[src/hdl/cau_pkg.sv]
// Shared types and codes for the complex arithmetic unit.
// Depends on nothing; every other file imports it.
package cau_pkg;

    localparam int OP_W = 3;
    localparam int ST_W = 2;

    typedef enum logic [OP_W-1:0] {
        OP_ADD     = 3'd0,
        OP_SUB     = 3'd1,
        OP_MUL     = 3'd2,
        OP_DIV     = 3'd3,
        OP_MAG     = 3'd4,
        OP_LESS    = 3'd5,
        OP_GREATER = 3'd6
    } t_op;

    typedef enum logic [ST_W-1:0] {
        ST_OK   = 2'd0,
        ST_DIV0 = 2'd1,
        ST_OVF  = 2'd2
    } t_status;

    typedef struct packed {
        t_op  op;
        logic ovf;
        logic dz;
        logic neg_re;
        logic neg_im;
        logic dovf_re;
        logic dovf_im;
        logic truth;
    } t_ctl;

endpackage

[src/hdl/cau_cell.sv]
// One cell of the quotient and square-root chain: settles one result bit.
// Depends on cau_pkg; chained by complex_arith_unit_core.
module cau_cell
    import cau_pkg::*;
#(
    parameter int DW  = 32,
    parameter int FB  = 16,
    parameter int BIT = 0
) (
    input  logic               i_clk,
    input  logic               i_rst_n,
    input  logic               i_valid,
    output logic               o_ready,
    input  t_ctl               i_ctl,
    input  logic [DW-1:0]      i_res_re,
    input  logic [DW-1:0]      i_res_im,
    input  logic [3*DW+FB:0]   i_drem_re,
    input  logic [3*DW+FB:0]   i_drem_im,
    input  logic [2*DW-1:0]    i_den,
    input  logic [DW-1:0]      i_dq_re,
    input  logic [DW-1:0]      i_dq_im,
    input  logic [2*DW:0]      i_srem,
    input  logic [DW-1:0]      i_sroot,
    output logic               o_valid,
    input  logic               i_ready,
    output t_ctl               o_ctl,
    output logic [DW-1:0]      o_res_re,
    output logic [DW-1:0]      o_res_im,
    output logic [3*DW+FB:0]   o_drem_re,
    output logic [3*DW+FB:0]   o_drem_im,
    output logic [2*DW-1:0]    o_den,
    output logic [DW-1:0]      o_dq_re,
    output logic [DW-1:0]      o_dq_im,
    output logic [2*DW:0]      o_srem,
    output logic [DW-1:0]      o_sroot
);
    localparam int XW = 3 * DW + FB + 1;
    localparam int SW = 2 * DW + 1;
    localparam logic [DW-1:0] QBIT = DW'(1) << BIT;

    logic          r_v;
    logic [XW-1:0] n_dsh;
    logic [SW-1:0] n_trial;
    logic          n_ge_re, n_ge_im, n_ge_s;

    assign n_dsh   = XW'(i_den) << BIT;
    assign n_trial = (SW'(i_sroot) << (BIT + 1)) + (SW'(1) << (2 * BIT));
    assign n_ge_re = i_drem_re >= n_dsh;
    assign n_ge_im = i_drem_im >= n_dsh;
    assign n_ge_s  = i_srem >= n_trial;

    assign o_ready = !r_v || i_ready;
    assign o_valid = r_v;

    always_ff @(posedge i_clk) begin
        if (!i_rst_n) begin
            r_v <= 1'b0;
        end else if (o_ready) begin
            r_v <= i_valid;
        end
        if (i_valid && o_ready) begin
            o_ctl     <= i_ctl;
            o_res_re  <= i_res_re;
            o_res_im  <= i_res_im;
            o_den     <= i_den;
            o_drem_re <= n_ge_re ? i_drem_re - n_dsh : i_drem_re;
            o_drem_im <= n_ge_im ? i_drem_im - n_dsh : i_drem_im;
            o_dq_re   <= n_ge_re ? (i_dq_re | QBIT) : i_dq_re;
            o_dq_im   <= n_ge_im ? (i_dq_im | QBIT) : i_dq_im;
            o_srem    <= n_ge_s ? i_srem - n_trial : i_srem;
            o_sroot   <= n_ge_s ? (i_sroot | QBIT) : i_sroot;
        end
    end

endmodule

[config.mk]
export PLATFORM = sky130hd
export DESIGN_NAME = cau_cell
export DESIGN_NICKNAME = d
export VERILOG_FILES = /design/src/hdl/cau_pkg.sv /design/src/hdl/cau_cell.sv
export SDC_FILE = /design/constraint.sdc
export NUM_CORES = 1
export LEC_CHECK = 0
export ABC_AREA = 1
export ABC_CLOCK_PERIOD_IN_PS = 43600
export BUFFER_PORTS_ARGS = -buffer_cell sky130_fd_sc_hd__buf_2
export CORE_AREA = 2 2 409 411
export CTS_CLUSTER_DIAMETER = 80
export DETAILED_ROUTE_END_ITERATION = 8
export DIE_AREA = 0 0 411 413
export GPL_ROUTABILITY_DRIVEN = 1
export PLACE_DENSITY = 0.46
export SKIP_LAST_GASP = 1
export SLEW_MARGIN = 30
export SYNTH_ARGS = -nofsm -noshare
export SYNTH_HDL_FRONTEND = slang
export SYNTH_SLANG_ARGS = --single-unit
[constraint.sdc]
create_clock -name i_clk -period 43.6 [get_ports i_clk]
set_input_delay 10.9 -clock i_clk [delete_from_list [all_inputs] [get_ports i_clk]]
set_output_delay 10.9 -clock i_clk [all_outputs]
set_load 0.01 [all_outputs]
# --- Word-level counts from Yosys, hierarchy flattened ---
# Index checks and enable logic that the tools add are counted.
classes:
  reduce_logical: 3
  muxes: 3
  magnitude_cmp: 3
  add_sub_neg: 4
ops:
  columns: ["op", "n"]
  rows:
  - ["$ge 113x64->1", 2]
  - ["$mux 113", 2]
  - ["$sub 113x64->113", 2]
  - ["$ge 65x34->1", 1]
  - ["$mux 65", 1]
  - ["$sub 65x34->65", 1]
  - ["$add 33x1->34 const B", 1]
  - ["$logic_and 1x1->1", 1]
  - ["$logic_not 1->1", 1]
  - ["$logic_or 1x1->1", 1]
word_totals:
  inputBits: 529
  wordCells: 34
  out_inout_bits: 527
  ff_bits: 526

# --- Longest topological paths before layout ---
depth:
  depth_word: 3
  mapped_depth: 20
  mapped_depth_nobuf: 18

# --- Worst setup path after synthesis ---
# No wires, ideal clock.
synth_timing:
  path_type: "input to register"
  start: "input port i_valid"
  end: "register o_ctl[0] (netlist name), enable pin"
  path_buffers: 0
  arrival_ps: 36056
  stages: 2
  slack_ps: 5955
  required_time_ps: 42011
  path_cell_list: "inv_1 > a21oi_1"
synth_via:
  elab_chain_len: 1
synth_lines:
  columns: ["item", "line", "rtl"]
  rows:
  - ["start: declaration", "cau_cell.sv:12", "input logic i_valid,"]
  - ["$logic_and 1x1->1", "cau_cell.sv:61", "if (i_valid && o_ready) begin"]
  - ["end signal: assignment", "cau_cell.sv:62", "o_ctl <= i_ctl;"]
  - ["end: declaration", "cau_cell.sv:26", "output t_ctl o_ctl,"]
# Every way passes these cells.
# A chain may end at the register's enable or synchronous reset.

# --- Worst setup path after layout ---
layout_timing:
  start: "input port i_ready"
  end: "output port o_ready"
layout_via:
  elab_chain_len: 1
layout_lines:
  columns: ["item", "line", "rtl"]
  rows:
  - ["start: declaration", "cau_cell.sv:25", "input logic i_ready,"]
  - ["$logic_or 1x1->1", "cau_cell.sv:52", "assign o_ready = !r_v || i_ready;"]
  - ["end: declaration", "cau_cell.sv:13", "output logic o_ready,"]
# Every way passes these cells.

==> summary by stage <==
Power
The part of the total power dissipated in combinational logic is 0.271. The share of total power dissipated in sequential elements is 0.374. The static leakage is about 26 nW. Cell internal power was estimated by the tool at 1.08 mW.

The net switching fraction of the power is 0.359. The worst voltage drop across the vdd grid is 0.0309 mV. The power share of the clock group is 0.354. In this run the power density over the cells is between 30 and 40 mW/mm^2. The switching power is 0.603 mW.

Synthesis
Of the synthesized area, sequential elements account for 0.382. Counting every instance in the synthesized netlist gives 6137. Of the total synthesized cell area, the portion taken by XOR and XNOR cells is 0.0267. After synthesis, the cell types taking the most area are sky130_fd_sc_hd__edfxtp_1 38%, sky130_fd_sc_hd__nand2_1 22%, sky130_fd_sc_hd__inv_1 11%, sky130_fd_sc_hd__nor2_1 5.3%, sky130_fd_sc_hd__ha_1 4.9%. Of the total synthesized cell area, the portion taken by AND, OR, NAND and NOR gates is 0.370. The library cell with the largest summed area after synthesis is sky130_fd_sc_hd__edfxtp_1. In the synthesized netlist the async set-or-reset flop fraction comes to 0.

By area, the combinational part of the netlist is dominated by simple AND/OR/NAND/NOR gates. The total standard cell area after synthesis is roughly 0.041 sq mm. The compound-gate portion of the synthesized area is 0.0427. Synthesis inferred 526 register bits. The number of nets in the synthesized netlist is 6830. The number of distinct standard cells referenced by the synthesized netlist is 42.

The leading register cell type out of synthesis is sky130_fd_sc_hd__edfxtp_1. In this run, synthesis inferred approximately 530 flip-flops with an integrated enable. In this run the mean area of a mapped cell was roughly 6.7 sq um. The post-synthesis adder-cell area fraction is 0.0502. After synthesis, the share of cell area in mux cells is 0. During synthesis, Yosys emitted a total of 0 warnings. The fraction of post-synthesis cell area in the top cell type by area is 0.381.

Timing
The worst-case headroom to the max-slew limit is 0.400. Setup repair after global routing left no endpoint under its margin. Dividing the final minimum period by the clock period gives 0.510. The setup violation total in the final timing report is 0. Timing would allow up to approximately 45 MHz.

The final clock skew is 45.2 ps. For the final routed database, the setup TNS stands at 0 ps. The time the final worst path needs with I/O delays and setup is 22240 ps. The final hold slack is 577 ps. The measured slew at the worst slew-check pin is 901 ps. The max-slew violation total from the final report is 0.

The number of hold violations in the final report is 0.

Final layout
Of the cells placed in the final design, the portion with a size suffix greater than 1 is 0.196. The growth of design area from synthesis to finish is 24.5%. The final net count is slightly below 8000.

The final standard cell utilization of the core is 0.310. The count of non-filler cells in the finished layout is 9509.

Drt
For this run, design rule violations remaining after detail routing come to 0. The final layout contains routed wiring with a total length of 242000 um. For this block, wires on met1 add up to 98500 um.

In the routed layout, each cell is associated on average with a via count of around 4.6. After the first detailed-routing iteration, the DRC count stood at 3099. The pre-antenna-repair detailed-routing pass consisted of 5 iterations. The number of nets with antenna violations after detailed routing is 0. Routed signal wires occupy layers up through met5. Wire segments on met3 add up to 15600 um in the final route. Summed over all nets, wire length on met2 after detailed routing comes to roughly 120000 um. The final route contains 43600 vias. In the final routed layout, each cell accounts on average for 25.5 um.

Placement
The weighted congestion at the end of routability-driven global placement is 0.984. In this run, placement finished with an instance count of 9363. Once detailed placement completed, the half-perimeter wirelength came to 214000 um. During placement, the flow inserted port buffers numbering approximately 1100.

Clocking
The master cell of the clock root buffer is sky130_fd_sc_hd__clkbuf_16. For this design, the CTS-stage hold fixing added 0 buffers. Gates resized during post-CTS repair numbered 0. The number of H-tree levels is 3.

The TritonCTS clock tree is built. The worst-case clock buffer depth is 3. The worst-skew pair later-pin latency is ~710 ps. The number of buffers added by the clock tree synthesis step is 74.

The clock transition at the register clock pins on the worst setup and hold paths after CTS is 60 ps. The number of clock sinks is roughly 530. The number of setup buffers added after CTS is 0.

Global route
The number of antenna violations at the first check in global routing is 73. The total overflow reported by the global router is 0. The pin count of the biggest net entering global routing is about 120. The number of global-route vias before repair is 42000. Across every metal layer, demand over resource in global routing totals 0.276. The wire length of the first global-routing pass is 325000 um.

Critical path
The critical path is of the primary input to output port type. The critical path capture point type is an output port. The worst endpoint data arrival time is 11340 ps.

The worst setup path is launched from a primary input. At the worst endpoint, the required time is 32700 ps. The biggest fanout along the worst timing path is 2.

Floorplan
The floorplan step defined a die boundary enclosing 0.170 sq mm. about 1100 I/O pins were placed. The die is 411 um wide. Measured along the y axis, the die boundary spans 413 um.

The area inside the core boundary is around 0.17 sq mm. The initial utilization of the core area, before any placement, comes to 0.249. The floorplan has 150 rows.

Outcome
The flow ran to the end, and the final reports show no timing, DRC or antenna violations.

Min path
The class of the worst hold path is register to register.

Flow run
The tool flagged a number of max-cap violations equal to 0.
-- power by group through the flow --
stage	clock network (mW)	logic, mW	registers [mW]
after floorplan	0	0.208	0.684
after global placement	0	0.458	0.640
after detailed placement	0	0.458	0.640
after CTS	0.617	0.460	0.631
after global routing	0.632	0.495	0.633
final	0.596	0.456	0.629
-- placed cells by master (no fill, tap or decap), drive strengths merged, types with 4 or more instances in the layout --
cell type,netlist,layout
nor3,86,86
nand4,65,65
buf,49,1072
a21oi,231,231
nand2,2532,2532
xnor2,30,30
or2,5,5
clkinvlp,0,4
inv,1277,1288
nor4,7,7
diode,0,16
nand3,301,301
xor2,96,96
edfxtp,525,525
o21ai,83,83
nand3b,20,20
ha,161,161
and2,9,9
nor2,636,636
nor3b,8,8
clkinv,3,29
clkbuf,1,86
-- cell usage after synthesis (6+ instances only) --
cell type,number
sky130_fd_sc_hd__o21ai_1,25
sky130_fd_sc_hd__edfxtp_1,525
sky130_fd_sc_hd__nor3b_1,8
sky130_fd_sc_hd__nor2_2,45
sky130_fd_sc_hd__a21oi_1,199
sky130_fd_sc_hd__o21ai_0,52
sky130_fd_sc_hd__nand2_4,32
sky130_fd_sc_hd__xnor2_1,30
sky130_fd_sc_hd__buf_2,15
sky130_fd_sc_hd__inv_1,1250
sky130_fd_sc_hd__nor2_4,11
sky130_fd_sc_hd__a21oi_2,32
sky130_fd_sc_hd__nor3_1,84
sky130_fd_sc_hd__xor2_1,96
sky130_fd_sc_hd__inv_2,27
sky130_fd_sc_hd__and2_1,9
sky130_fd_sc_hd__ha_1,161
sky130_fd_sc_hd__nand2_1,2443
sky130_fd_sc_hd__nand3_2,26
sky130_fd_sc_hd__nand3b_1,20
sky130_fd_sc_hd__nor4_1,6
sky130_fd_sc_hd__nand4_1,65
sky130_fd_sc_hd__buf_6,16
sky130_fd_sc_hd__o21ai_2,6
sky130_fd_sc_hd__nor2_1,580
sky130_fd_sc_hd__buf_4,8
sky130_fd_sc_hd__nand3_1,275
sky130_fd_sc_hd__nand2_2,57
-- per-layer routing --
metal	GRT usage	up-vias
met4	0.0972	54
met5	0	-
met3	0.0522	308
met1	0.331	20600
li1	-	21100
met2	0.490	1492
-- area by class of cell --
class                           instances  area, sq um
Antenna cell                           16         40.0
Clock inverter                         44          444
Fill cell                           18800       114000
Clock buffer                           86         1900
Sequential cell                       526        15800
Multi-Input combinational cell       4281        20300
Timing Repair Buffer                 1072         5440
Inverter                             1280         4810
Tap cell                             2204         2760
-- cells by family (layout without fill, tap and decap cells) --
| group | count (synthesis) | in the layout |
|---|---|---|
| flops | 526 | 526 |
| compound gates | 321 | 321 |
| buf+inv | 1330 | 2482 |
| other cells | 0 | 16 |
| xor+xnor | 126 | 126 |
| fa+ha+maj | 164 | 164 |
| simple gates | 3670 | 3670 |
-- final timing paths --
path	start	endpoint	slack, ps	cells after the start
max	i_ready	o_ready	21360	4
min	o_valid	o_valid	580	2
max reg2reg	o_valid	o_dq_re[17]	39350	6
min reg2reg	o_valid	o_valid	580	2
-- stage by stage --
| stage | area [sq um] | setup WS [ps] | total power [mW] |
|---|---|---|---|
| 6_report | 51500 | 21360 | 1.68 |
| 5_1_grt | 51400 | 21340 | 1.76 |
| 3_5_place_dp | 49100 | 21360 | 1.10 |
| 4_1_cts | 51400 | 21360 | 1.71 |
| 2_1_floorplan | 41300 | 5960 | 0.892 |
| 3_3_place_gp | 49000 | 21340 | 1.10 |
-- state kept, by name, indices dropped and copies added (netlist names) --
signal     count
o_drem_im    113
o_sroot       32
o_res_re      32
o_drem_re    113
o_srem        65
o_den         64
o_dq_re       32
o_res_im      32
o_ctl         10
o_valid        1
o_dq_im       32
-- worst max-delay path: stages --
cell and delay (ps):
sky130_fd_sc_hd__buf_2 100, sky130_fd_sc_hd__inv_1 110, sky130_fd_sc_hd__nand2_1 90, sky130_fd_sc_hd__buf_2 140
(Power assumes the default switching activity.)
